## config.mk

```make
export PLATFORM = sky130hd
export DESIGN_NAME = ppfq_queue
export DESIGN_NICKNAME = d
export VERILOG_FILES = /design/src/rtl/ppfq_pkg.sv /design/src/rtl/ppfq_queue.sv
export SDC_FILE = /design/constraint.sdc
export NUM_CORES = 1
export LEC_CHECK = 0
export ABC_AREA = 1
export BUFFER_PORTS_ARGS = -buffer_cell sky130_fd_sc_hd__buf_2
export CAP_MARGIN = 40
export CORE_ASPECT_RATIO = 1.2
export CORE_MARGIN = 2
export CORE_UTILIZATION = 59
export CTS_BUF_LIST = sky130_fd_sc_hd__clkbuf_8
export CTS_CLUSTER_DIAMETER = 100
export DETAILED_ROUTE_END_ITERATION = 10
export HOLD_SLACK_MARGIN = 0.15
export PLACE_DENSITY = 0.81
export SLEW_MARGIN = 30
export SYNTH_ARGS = -nofsm -noshare
export SYNTH_HDL_FRONTEND = slang
export SYNTH_SLANG_ARGS = --single-unit
```

## constraint.sdc

```tcl
create_clock -name i_clk -period 2.2 [get_ports i_clk]
set_input_delay 0.11 -clock i_clk [delete_from_list [all_inputs] [get_ports i_clk]]
set_output_delay 0.11 -clock i_clk [all_outputs]
set_load 0.03 [all_outputs]
```

## src/rtl/ppfq_pkg.sv

```systemverilog
// Shared types and constants of the per-priority FIFO queue.
`timescale 1ns / 1ps

package ppfq_pkg;

    localparam int LEVEL_W     = 4;
    localparam int WORD_W      = 32;
    localparam int STATUS_W    = 2;
    localparam int LEVEL_LIMIT = 2 ** LEVEL_W;
    localparam int QUEUE_DEPTH = 4;

    localparam logic CMD_PUSH = 1'b0;
    localparam logic CMD_POP  = 1'b1;

    localparam logic [STATUS_W-1:0] STATUS_OK    = 2'd0;
    localparam logic [STATUS_W-1:0] STATUS_EMPTY = 2'd1;
    localparam logic [STATUS_W-1:0] STATUS_FULL  = 2'd2;

    typedef enum logic [1:0] {
        OP_NONE,
        OP_WRITE,
        OP_READ
    } t_op;

    typedef struct packed {
        t_op                 op;
        logic [STATUS_W-1:0] status;
    } t_job;

endpackage

```

## src/rtl/ppfq_queue.sv

```systemverilog
// Short job queue between the front end and the store back end.
`timescale 1ns / 1ps

module ppfq_queue
    import ppfq_pkg::*;
#(
    parameter int WIDTH = 40
) (
    input  logic             i_clk,
    input  logic             i_rst_n,
    input  logic             i_push,
    input  logic [WIDTH-1:0] i_data,
    input  logic             i_pop,
    output logic             o_full,
    output logic             o_valid,
    output logic [WIDTH-1:0] o_data
);

    localparam int PTR_W  = $clog2(QUEUE_DEPTH);
    localparam int FILL_W = $clog2(QUEUE_DEPTH + 1);

    logic [WIDTH-1:0]  r_mem [QUEUE_DEPTH];
    logic [PTR_W-1:0]  r_wr_ptr;
    logic [PTR_W-1:0]  r_rd_ptr;
    logic [FILL_W-1:0] r_fill;

    assign o_full  = r_fill == FILL_W'(QUEUE_DEPTH);
    assign o_valid = r_fill != '0;
    assign o_data  = r_mem[r_rd_ptr];

    always_ff @(posedge i_clk) begin
        if (i_push) begin
            r_mem[r_wr_ptr] <= i_data;
        end
    end

    always_ff @(posedge i_clk) begin
        if (!i_rst_n) begin
            r_wr_ptr <= '0;
            r_rd_ptr <= '0;
            r_fill   <= '0;
        end else begin
            if (i_push) begin
                r_wr_ptr <= r_wr_ptr + PTR_W'(1);
            end
            if (i_pop) begin
                r_rd_ptr <= r_rd_ptr + PTR_W'(1);
            end
            if (i_push && !i_pop) begin
                r_fill <= r_fill + FILL_W'(1);
            end else if (!i_push && i_pop) begin
                r_fill <= r_fill - FILL_W'(1);
            end
        end
    end

endmodule

```

# == Yosys cells after proc, flatten, opt, wreduce, memory -nomap -nowiden ==
# Memory sizes are Yosys's and may differ from the RTL's. A register that Yosys moved wholly into a read port is not among the register bits.
# Cells that the tools add are included.
# Widths: inputs -> output; s select.
# totals
regBits,7
mem_bits_rw,160
word_cells,21
mem_count,1
# classes
addsub,4
eq_ne,1
mux,6
reduce_logical,6
# mem_list
memory,words,word_bits,rd,rd_clocked_by_memory_dff,write_ports,line_no,text
r_mem,4,40,1,1,1,ppfq_queue.sv:22,logic [WIDTH-1:0] r_mem [QUEUE_DEPTH];
# op_table
cell,count
$mux 3,2
$add 2x1->2 const B,2
$mux 2,2
$add 3x1->3 const B,1
$eq 3x3->1 const B,1
$reduce_bool 3->1,1
$sub 3x1->3 const B,1
$logic_and 1x1->1,2
$logic_not 1->1,2
$mux 1,2
$reduce_bool 2->1,1

# == Depth between registers and ports, before layout ==
# depth
ltp_word,4
depth_mapped,10
depth_no_buf,10

# == Worst setup path before layout ==
# OpenSTA, ideal clock, no wires.
# synth_path
path_type,register -> register
start,register r_wr_ptr[0]
end,memory r_mem[2][0] (enable)
setup_ps,395
arrival_time_ps,1375
t_required_ps,1805
path_slack_ps,431
stages_incl_launch_ff,5
period_less_slack_ps,1769
path_cell_list,dfxtp_1 > inv_1 > ha_1 > nand2_1 > inv_1
# synth_lines
element,line_no,text
"start, declared",ppfq_queue.sv:23,logic [PTR_W-1:0] r_wr_ptr;
"start signal, assigned",ppfq_queue.sv:44,r_wr_ptr <= r_wr_ptr + PTR_W'(1);
"end, declared",ppfq_queue.sv:22,
# No word-level cell before the write port.

==> summary.txt <==
Power and ir drop
  – Combinational share of power: 0.134
  – Cell Pwr Density: 861 nW/um^2
  – Leak: 2.82 nW
  – P_int: 5.03 mW
  – Reg power frac: 0.556
  – NetSw: 1.65 mW
  – Peak VDD IR: 0.547 mV
  – Sw Ratio: 0.247
  – Clk pwr share: 0.310

Floorplan
  – IO Pins: 86
  – Height of the die: 119 um
  – Site Rows: 41
  – Core Footprint: 10,600 um^2
  – Die width: 99.8 um
  – Die area: 11,900 um^2
  – Initial Utilization: 0.612

Finish
  – Number of diodes: 0
  – Post-route cell area: 7770 um^2
  – Final Net Count: 627
  – Share of cells above drive strength 1: 0.214
  – Fillers: 658
  – Non-Filler Instances: 718
  – Syn-to-layout area delta: 19.6%

Placed design
  – Dpl cells: 643
  – Dpl hpwl: 7470 um
  – DP Area: 6950 um^2
  – Port bufs: 85
  – GP Congestion: 0.803

STA
  – Worst Skew: 11.0 ps
  – Part of the cycle the worst path needs: 0.941
  – Setup TNS: 0 ps
  – Worst-Margin Slew: 477 ps
  – Final hold viol count: 0
  – Fmax: 483 MHz
  – Minimum clock period: 2070 ps
  – Fin. max-slew vios: 0
  – Final setup viols: 0
  – RSZ-0062 raised after global routing: no
  – Slew HR: 0.682

Logic synthesis
  – Synth async-reset ratio: 0
  – Netlist cell types: 21
  – YS warnings: 0
  – Post-synthesis sequential area ratio: 0.767
  – Cells after Synth: 446
  – Top cells by area, synth: edfxtp_1, nor2_1, o22ai_1, o21ai_0, o21ai_1
  – Mapped Area: 6490 um^2
  – Commonest cells in the netlist: edfxtp_1, nor2_1, o21ai_0, o22ai_1, o21ai_1
  – Syn_area_per_cell: 14.6 um^2
  – Count leader, synth: edfxtp_1
  – Area share of the largest cell type after synthesis: 0.740
  – Most used flip-flop cell after synthesis: edfxtp_1
  – Synth area leader: edfxtp_1
  – Seq cells post-synth: 169
  – Post-synth EDFFs: 160
  – Syn_nets: 496

Critical path
  – Reg2reg setup slack: 590 ps
  – Critical path class: reg2out
  – Critical Path Source Type: register
  – Endpoint class of the critical path: primary output
  – Worst EP arrival: 1960 ps
  – Crit path required time: 2090 ps
  – Max Fanout on Critical Path: 48

Drt
  – Per-cell routed wire length: 18.6 um
  – Antenna Nets Post-Route: 0
  – Final WL: 13,300 um
  – Detailed Route Iter0 Violations: 312
  – Vias per inst: 5.79
  – DRC errors left: 0
  – Via count: 4,154
  – First-pass DRT Iterations: 7

Global route
  – M2 GR Usage: 0.399
  – GR met1 Demand/Resource: 0.276
  – Initial antenna violation count: 0
  – Routing usage on met3: 0.0522
  – Busiest grt layer: met2
  – GRT overflow: 0
  – Vias in the first global route: 4,084
  – First-pass GRT wire length: 20,600 um
  – Total track usage: 0.230
  – Pin count of the biggest net entering global routing: 81

Clock tree
  – CTS tree: yes
  – Worst-Skew Late Latency: 430 ps
  – Post-CTS Setup Bufs: 0
  – CTS Sinks: 169
  – Num CTS Buffers: 17
  – Clock Path Buffers: 2
  – CTS H-Tree Depth: 4
  – Root buffer cell: clkbuf_8
  – Worst-path clk slew: 80 ps

Min path
  – Worst Hold Class: in2reg

Status
  – Status: completed

Run
  – Maxcap violations: 0
[critical path, cell delays in order (launching register included)]
cell,delay (ps)
dfxtp_2,640
buf_12,270
o21ai_0,120
o22ai_1,230
buf_2,240
[cell type report]
class / count / area [um^2] / share of cell area
sequential: 169 / 4990 / 0.642
multi-input combinational: 235 / 1170 / 0.150
timing repair buffer: 137 / 1000 / 0.129
clock buffer: 17 / 234 / 0.0301
tap: 129 / 161 / 0.0208
clock inverter: 14 / 140 / 0.0180
inverter: 17 / 76.3 / 0.00983
[what timing repair did]
| item | 4_1_cts | 5_1_grt |
|---|---|---|
| hold endpoints to repair | 169 | 0 |
| hold buffers | 44 | 0 |
| resized for setup | 0 | 0 |
[worst paths after layout]
kind               startpoint           end  cells past startpoint
hold / removal      i_data[3]   r_mem[1][3]                      2
setup / recovery     register     o_data[7]                      4
setup reg to reg  r_wr_ptr[0]  r_mem[0][12]                      5
hold reg to reg   r_rd_ptr[1]   r_rd_ptr[1]                      1
[metal layers]
metal / share of wire / wire, um
met2: 0.53 / 7020
met1: 0.40 / 5280
met4: 0.023 / 306
met3: 0.054 / 713
met5: 0 / 0
[state kept, by name (all words and copies together), names as in the netlist, named ones only]
name / count
r_rd_ptr: 2
r_mem: 160
r_wr_ptr: 2
r_fill: 3
[placed cells by master (no fill, tap or decap), drive strengths merged, types with 3 or more instances in the layout]
cell type	count
inv	19
clkbuf	17
a21oi	4
edfxtp	160
buf	93
clkinv	8
nand2	10
bufinv	3
o22ai	40
o21ai	86
ha	5
dlygate4sd3	44
nor2	86
dfxtp	9
[cells by family after synthesis]
logic type	Yosys count	synth area share
compound gates	130	0.109
buf+inv	42	0.0528
simple gates	99	0.0580
flops	169	0.767
fa+ha+maj	6	0.0127
[per-stage QoR]
stage | power [mW] | util | hold slack [ps] | setup slack [ps]
detailed placement | 4.61 | 0.655 | 330 | 600
floorplan | 4.36 | - | 209 | 431
CTS | 6.69 | 0.731 | 406 | 109
global placement | 4.58 | 0.655 | 321 | 635
finish | 6.69 | 0.731 | 430 | 131
global route | 6.92 | 0.731 | 420 | 26.2
[power by group through the flow]
stage,Sequential [mW],Clock (mW),Combinational [mW]
3_3_place_gp,3.78,0,0.803
4_1_cts,3.71,2.09,0.889
3_5_place_dp,3.79,0,0.824
6_report,3.72,2.07,0.893
5_1_grt,3.73,2.23,0.960
2_1_floorplan,3.77,0,0.591
(Power assumes the default switching activity.)
