## src/rtl/ppfq_pkg.sv

```systemverilog
// Shared types and constants of the per-priority FIFO queue.
`timescale 1ns / 1ps

package ppfq_pkg;

    localparam int LEVEL_W     = 4;
    localparam int WORD_W      = 32;
    localparam int STATUS_W    = 2;
    localparam int LEVEL_LIMIT = 2 ** LEVEL_W;
    localparam int QUEUE_DEPTH = 4;

    localparam logic CMD_PUSH = 1'b0;
    localparam logic CMD_POP  = 1'b1;

    localparam logic [STATUS_W-1:0] STATUS_OK    = 2'd0;
    localparam logic [STATUS_W-1:0] STATUS_EMPTY = 2'd1;
    localparam logic [STATUS_W-1:0] STATUS_FULL  = 2'd2;

    typedef enum logic [1:0] {
        OP_NONE,
        OP_WRITE,
        OP_READ
    } t_op;

    typedef struct packed {
        t_op                 op;
        logic [STATUS_W-1:0] status;
    } t_job;

endpackage

```

## src/rtl/ppfq_front.sv

```systemverilog
// Front end: accepts items, keeps per-level head and count, and turns each item into a job.
`timescale 1ns / 1ps

module ppfq_front
    import ppfq_pkg::*;
#(
    parameter  int ACTIVE_LEVELS = 16,
    parameter  int DEPTH         = 16,
    localparam int ADDR_W        = $clog2(ACTIVE_LEVELS * DEPTH)
) (
    input  logic               i_clk,
    input  logic               i_rst_n,
    input  logic               i_valid,
    input  logic               i_cmd,
    input  logic [LEVEL_W-1:0] i_level,
    input  logic [WORD_W-1:0]  i_word,
    input  logic               i_q_full,
    output logic               o_ready,
    output logic               o_push,
    output t_job               o_job,
    output logic [ADDR_W-1:0]  o_addr,
    output logic [WORD_W-1:0]  o_word
);

    localparam int IDX_W  = $clog2(ACTIVE_LEVELS);
    localparam int HEAD_W = $clog2(DEPTH);
    localparam int CNT_W  = $clog2(DEPTH + 1);
    localparam int SUM_W  = HEAD_W + 1;
    localparam logic [LEVEL_W:0] LEVEL_END = (LEVEL_W + 1)'(ACTIVE_LEVELS);

    logic [HEAD_W-1:0] r_head  [ACTIVE_LEVELS];
    logic [CNT_W-1:0]  r_count [ACTIVE_LEVELS];

    logic              accept;
    logic              level_ok;
    logic [IDX_W-1:0]  idx;
    logic [HEAD_W-1:0] cur_head;
    logic [CNT_W-1:0]  cur_count;
    logic [SUM_W-1:0]  tail_sum;
    logic [SUM_W-1:0]  next_sum;
    logic [HEAD_W-1:0] tail_slot;
    logic [HEAD_W-1:0] next_head;
    logic [HEAD_W-1:0] slot;
    logic              upd;
    logic [HEAD_W-1:0] n_head;
    logic [CNT_W-1:0]  n_count;

    assign o_ready  = !i_q_full;
    assign accept   = i_valid && o_ready;
    assign o_push   = accept;
    assign o_word   = i_word;
    assign level_ok = {1'b0, i_level} < LEVEL_END;
    assign idx      = i_level[IDX_W-1:0];
    assign cur_head  = r_head[idx];
    assign cur_count = r_count[idx];

    always_comb begin
        tail_sum = SUM_W'(cur_head) + SUM_W'(cur_count);
        next_sum = SUM_W'(cur_head) + SUM_W'(1);
        if (tail_sum >= SUM_W'(DEPTH)) begin
            tail_slot = HEAD_W'(tail_sum - SUM_W'(DEPTH));
        end else begin
            tail_slot = HEAD_W'(tail_sum);
        end
        if (next_sum >= SUM_W'(DEPTH)) begin
            next_head = HEAD_W'(next_sum - SUM_W'(DEPTH));
        end else begin
            next_head = HEAD_W'(next_sum);
        end
    end

    always_comb begin
        o_job.op     = OP_NONE;
        o_job.status = STATUS_OK;
        slot         = cur_head;
        upd          = 1'b0;
        n_head       = cur_head;
        n_count      = cur_count;
        case (i_cmd)
            CMD_PUSH: begin
                if (!level_ok || cur_count == CNT_W'(DEPTH)) begin
                    o_job.status = STATUS_FULL;
                end else begin
                    o_job.op = OP_WRITE;
                    slot     = tail_slot;
                    upd      = 1'b1;
                    n_count  = cur_count + CNT_W'(1);
                end
            end
            CMD_POP: begin
                if (!level_ok || cur_count == '0) begin
                    o_job.status = STATUS_EMPTY;
                end else begin
                    o_job.op = OP_READ;
                    upd      = 1'b1;
                    n_head   = next_head;
                    n_count  = cur_count - CNT_W'(1);
                end
            end
            default: begin
                o_job.status = STATUS_EMPTY;
            end
        endcase
    end

    assign o_addr = ADDR_W'(idx) * ADDR_W'(DEPTH) + ADDR_W'(slot);

    always_ff @(posedge i_clk) begin
        if (!i_rst_n) begin
            for (int i = 0; i < ACTIVE_LEVELS; i++) begin
                r_head[i]  <= '0;
                r_count[i] <= '0;
            end
        end else if (accept && upd) begin
            r_head[idx]  <= n_head;
            r_count[idx] <= n_count;
        end
    end

endmodule

```

## config.mk

```make
export PLATFORM = sky130hd
export DESIGN_NAME = ppfq_front
export DESIGN_NICKNAME = d
export VERILOG_FILES = /design/src/rtl/ppfq_pkg.sv /design/src/rtl/ppfq_front.sv
export SDC_FILE = /design/constraint.sdc
export NUM_CORES = 1
export LEC_CHECK = 0
export BUFFER_PORTS_ARGS = -buffer_cell sky130_fd_sc_hd__buf_2
export CAP_MARGIN = 10
export CORE_UTILIZATION = 50
export DETAILED_ROUTE_END_ITERATION = 7
export GPL_TIMING_DRIVEN = 1
export HOLD_SLACK_MARGIN = 0.1
export PLACE_DENSITY_LB_ADDON = 0.3
export RECOVER_POWER = 50
export REMOVE_ABC_BUFFERS = 1
export SLEW_MARGIN = 20
export SYNTH_ARGS = -nofsm -noshare
export SYNTH_HDL_FRONTEND = slang
export SYNTH_SLANG_ARGS = --single-unit
```

## constraint.sdc

```tcl
create_clock -name i_clk -period 4.1 [get_ports i_clk]
set_clock_uncertainty 0.15 [all_clocks]
set_input_delay 0.615 -clock i_clk [delete_from_list [all_inputs] [get_ports i_clk]]
set_output_delay 0.615 -clock i_clk [all_outputs]
set_load 0.1 [all_outputs]
```

# --- Word level (Yosys, flattened, before mapping) ---
# Memories as Yosys holds them, arrays and structs flattened.
# Index checks and enable logic that the tools add are counted.
word_totals:
  ff_bits: 0
  romBits: 0
  latch_bits: 0
  mem_count: 2
  ram_bits: 144
  elab_cells: 46
  input_bits: 41
  out_inout_bits: 46
memory_table:
  columns: ["memory", "words", "word_bits", "rd", "rd_clocked_by_memory_dff", "wr", "line", "rtl"]
  rows:
  - ["r_count", 16, 5, 1, 0, 16, "ppfq_front.sv:32", "logic [CNT_W-1:0] r_count [ACTIVE_LEVELS];"]
  - ["r_head", 16, 4, 1, 0, 16, "ppfq_front.sv:31", "logic [HEAD_W-1:0] r_head [ACTIVE_LEVELS];"]
classes:
  div_mod_pow: 0
  muxes: 27
  reduce_logical: 6
  n_shift: 0
  magnitude_cmp: 2
  bitwise_logic: 1
  eq_ne: 1
  mul: 0
  addsub: 7
ops:
  columns: ["operator", "n"]
  rows:
  - ["4-bit 2-to-1 mux", 9]
  - ["5-bit 2-to-1 mux", 3]
  - ["5-bit greater-or-equal comparator, second input constant", 2]
  - ["1-bit 2-to-1 mux", 10]
  - ["5-bit case mux with 2 select lines", 1]
  - ["8-bit by 4-bit adder with 8-bit output", 1]
  - ["4-bit case mux with 2 select lines", 1]
  - ["4-bit by 1-bit subtractor with 4-bit output, second input constant", 2]
  - ["4-bit by 1-bit adder with 5-bit output, second input constant", 1]
  - ["4-bit by 5-bit adder with 5-bit output", 1]
  - ["5-bit by 1-bit adder with 5-bit output, second input constant", 1]
  - ["5-bit == test, second input constant", 1]
  - ["5-bit logical NOT", 1]
  - ["5-bit OR reduction", 1]
  - ["5-bit by 1-bit subtractor with 5-bit output, second input constant", 1]
  - ["2-bit 2-to-1 mux", 2]
  - ["4-bit OR reduction", 1]
  - ["1-bit logical AND", 2]
  - ["1-bit case mux with 2 select lines", 1]
  - ["1-bit logical NOT", 1]
  - ["1-bit inverter", 1]

# --- Longest topological paths before layout ---
# An unclocked memory read counts as a cell.
depth:
  depth_word: 10
  depth_mapped: 17
  depth_no_buf: 11

# --- Least setup slack after synthesis ---
# Ideal clock, no wire load.
synth_timing:
  kind: "in2out"
  startpoint: "in i_level[0]"
  endpoint: "out o_job[1] in the netlist's numbering"
  n_path_buf: 5
  required_ns: 3.335
  arrival_ns: 4.557
  setup_slack_ns: -1.222
  path_stages: 12
  cell_sequence: "buf_4 -> buf_4 -> buf_4 -> mux4_2 -> nand3_1 -> nand3_1 -> buf_4 -> inv_1 -> ha_1 -> o21ai_1 -> buf_2 -> nor3_1"
synth_rtl:
  columns: ["item", "line", "rtl"]
  rows:
  - ["start, declared", "ppfq_front.sv:15", "input logic [LEVEL_W-1:0] i_level,"]
  - ["end, declared", "ppfq_front.sv:20", "output t_job o_job,"]

# --- Worst setup path after layout ---
layout_timing:
  startpoint: "in i_level[0]"
  endpoint: "out o_addr[3]"
layout_between:
  elab_chain_cells: 7
  word_cells_on_any_way: 10
  classes_between: "add/sub: 3; order compare: 1; eq/ne: 1; mux: 3; memory: 2"
layout_rtl:
  columns: ["item", "line", "rtl"]
  rows:
  - ["memory 16 x 4 bit / memory 16 x 5 bit (equally long branches)", null, null]
  - ["4-bit by 5-bit adder with 5-bit output", "ppfq_front.sv:58", "tail_sum = SUM_W'(cur_head) + SUM_W'(cur_count);"]
  - ["4-bit by 1-bit subtractor with 4-bit output / 5-bit greater-or-equal comparator (equally long branches)", "ppfq_front.sv:61, ppfq_front.sv:60", null]
  - ["4-bit 2-to-1 mux", "ppfq_front.sv:60", "if (tail_sum >= SUM_W'(DEPTH)) begin"]
  - ["4-bit 2-to-1 mux", "ppfq_front.sv:81", "if (!level_ok || cur_count == CNT_W'(DEPTH)) begin"]
  - ["4-bit 2-to-1 mux (*)", "ppfq_front.sv:79", "case (i_cmd)"]
  - ["8-bit by 4-bit adder with 8-bit output (*)", "ppfq_front.sv:106", "assign o_addr = ADDR_W'(idx) * ADDR_W'(DEPTH) + ADDR_W'(slot);"]
  - ["end, declared", "ppfq_front.sv:21", "output logic [ADDR_W-1:0] o_addr,"]
# Mark *: on every way between the ends. The rest lies on a longest branch, timed or not.

==> run summary <==
Outcome - finished, final reports clean
Worst slew pin tran - 1173 ps
Clock root cell - clkbuf_16
Final Hold Viols - 0
Ports - 87
Drt drc - 0
Cts bufs inserted - 17
Placed cell areas - 8597 um^2
# clock sinks - 144
Ys async rst share - 0
Worst reg2reg endpoint - r_count[9][1]
Starting Density - 0.5121
Slew headroom - 0.2212
Vias in the first global route - 5530
PortBufs - 22
Final Slew Violations - 0
Die extent in x - 126.8 um
Initial DRC Count - 551
Post-CTS Hold Fix Bufs - 0
Post-synth top flop - edfxtp_1
Worst EP required - 3340 ps
Final wirelength - 22.36 mm
Crit. End Element - output port
Fmax - 248.3 MHz
Initial antenna violation count - 0
Power Dens Cells - 445.2 nW/um^2
Flop-to-flop setup slack - 510 ps
Largest net degree at the start of global routing - 24
Avg WL per Cell - 25.97 um
Reg clk slew, reported paths - 60 ps
HP Class - in -> reg
TritonCTS clock tree - built
Final net count - 708
Routability congestion estimate - 0.8666
Final antenna-violating net count - 0
Post-route design area - 9080 um^2
HPWL after DPL - 16.07 mm
# diodes - 0
DIE AREA - 16070 um^2
Final period utilization - 0.9823
Cells after synthesis - 585
FP Rows - 45
Vias per cell - 6.489
Max IR drop VDD - 0.3963 mV
First-pass GRT wire length - 33.64 mm
Longest Clk Path Bufs - 2
Synth-to-layout area growth - 16.63%
Synth cell types - 56
Leakage Power - 3.322 nW
All-Layer GR Usage - 0.2939
Critical Path Fanout Max - 6
H-tree lvl count - 4
Height of the die - 126.8 um
Grt ovf - 0
TritonRoute pass-1 iters - 7
Yosys warning count - 0
Vias - 5587
Min Tclk post-route - 4027 ps
Most common cell after layout, fill and taps aside - edfxtp_1
Mapped Area - 7785 um^2
Final setup vio count - 0
Setup crit start kind - input port
Seq/Total Area, Yosys - 0.5554
Hold Path Depth - 2
Reg2reg path depth - 9
MaxCap Viol Count - 0
Reg2reg start - r_count[14][2]
FF+latch count, synth - 144
Average size of a mapped cell - 13.31 um^2
Hold endpoint - r_count[8][0]
CP Class - in -> out
CP Data Arrival Time - 3260 ps
Clk_lat worst skew - 420 ps
Commonest cells after routing, fill and taps aside - edfxtp_1 (144), buf_4 (79), a21oi_1 (51)
Total core area - 15200 um^2
Hold Slack - 585.1 ps
Layout cells sized above 1 - 0.2897
Number of synthesized flops with an enable pin - 144
HP Start - i_rst_n
==> critical path: stages <==
cell       delay (ps)
buf_6             130
buf_12            130
buf_4             130
mux4_2            490
mux4_2            520
ha_1              340
a21oi_2           140
xnor2_1           120
o211ai_1          130
xnor2_1           180
bufbuf_16         330
==> how the worst max path moves through the flow <==
stage | end | cells after the start | startpoint
detailed placement | o_addr[3] | 11 | i_level[0]
finish | o_addr[3] | 11 | i_level[0]
global placement | o_addr[3] | 11 | i_level[0]
floorplan | o_job[1] | 7 | i_level[0]
CTS | o_addr[3] | 11 | i_level[0]
global route | o_addr[3] | 11 | i_level[0]
==> per-stage QoR <==
stage                     cells  setup TNS [ps]  power (W)  utilization  setup WS, ps
final                       861               0   0.004042       0.5973         72.77
after global routing        861          -8.193   0.004163       0.5973        -8.193
after CTS                   859               0   0.004064       0.6114         5.538
after detailed placement    821          -109.2   0.002509       0.5655        -109.2
after global placement      821          -62.37   0.002494       0.5655        -62.37
after floorplan             498          -43660   0.002121            -         -1589
==> per-layer routing <==
metal  vias up  wire length, um  global-route usage
met3        63             2603              0.1084
met4         0              769              0.1211
met2       330            10430              0.4560
met1      2800             8553              0.3734
li1       2394                -                   -
met5         -                0            0.009288
==> power by group <==
part           internal (W)  switching [W]  total (W)
registers           0.00167      0.0000169    0.00169
logic              0.000308       0.000492   0.000800
clock network      0.000951       0.000603    0.00155
==> logic make-up after synthesis <==
logic type / after synthesis / synth area share
buffers and inverters: 98 / 0.08116
xor gates and xnor gates: 4 / 0.004500
adders and majority gates: 7 / 0.01221
AOI/OAI and AO/OA: 115 / 0.1154
DFF: 144 / 0.5554
muxes: 56 / 0.1283
and+or+nand+nor: 161 / 0.1030
==> synth_stat cells (all sizes together), types with 3 or more instances <==
master  count  area share
buf        68       0.066
nand2      27       0.013
mux2        7       0.011
nor3       39       0.026
mux2i      15       0.019
nor3b       3      0.0029
o311ai     16       0.036
inv        11      0.0053
mux4       34       0.098
or2         3      0.0024
nand3       6      0.0039
nor2b       7      0.0056
clkbuf     19      0.0095
nor2       44       0.021
or3         3      0.0024
a21oi      54       0.035
a22oi       7      0.0068
xnor2       4      0.0045
a31oi      18       0.016
nor4       16       0.013
o21ai       6      0.0039
ha          6      0.0096
edfxtp    144        0.56
==> final cells by class <==
cell class                      instances  area, um^2
Fill cell                            1228        6122
Sequential cell                       144        4324
Multi-Input combinational cell        343        2726
Timing Repair Buffer                  143        1160
Clock buffer                           17       425.4
Tap cell                              188       235.2
Clock inverter                         15       167.7
Inverter                               11       41.29
==> registers in the layout, indices dropped and copies added (netlist names) <==
register	flops
r_count	80
r_head	64
==> timing repair <==
item / 4_1_cts / 5_1_grt
resized for setup: 7 / 9
setup endpoints to repair: 1 / 5
setup buffers: 5 / 2
pin swaps: 2 / 1
hold endpoints to repair: 0 / 0
cloned: 1 / 0
(Power assumes the default switching activity.)
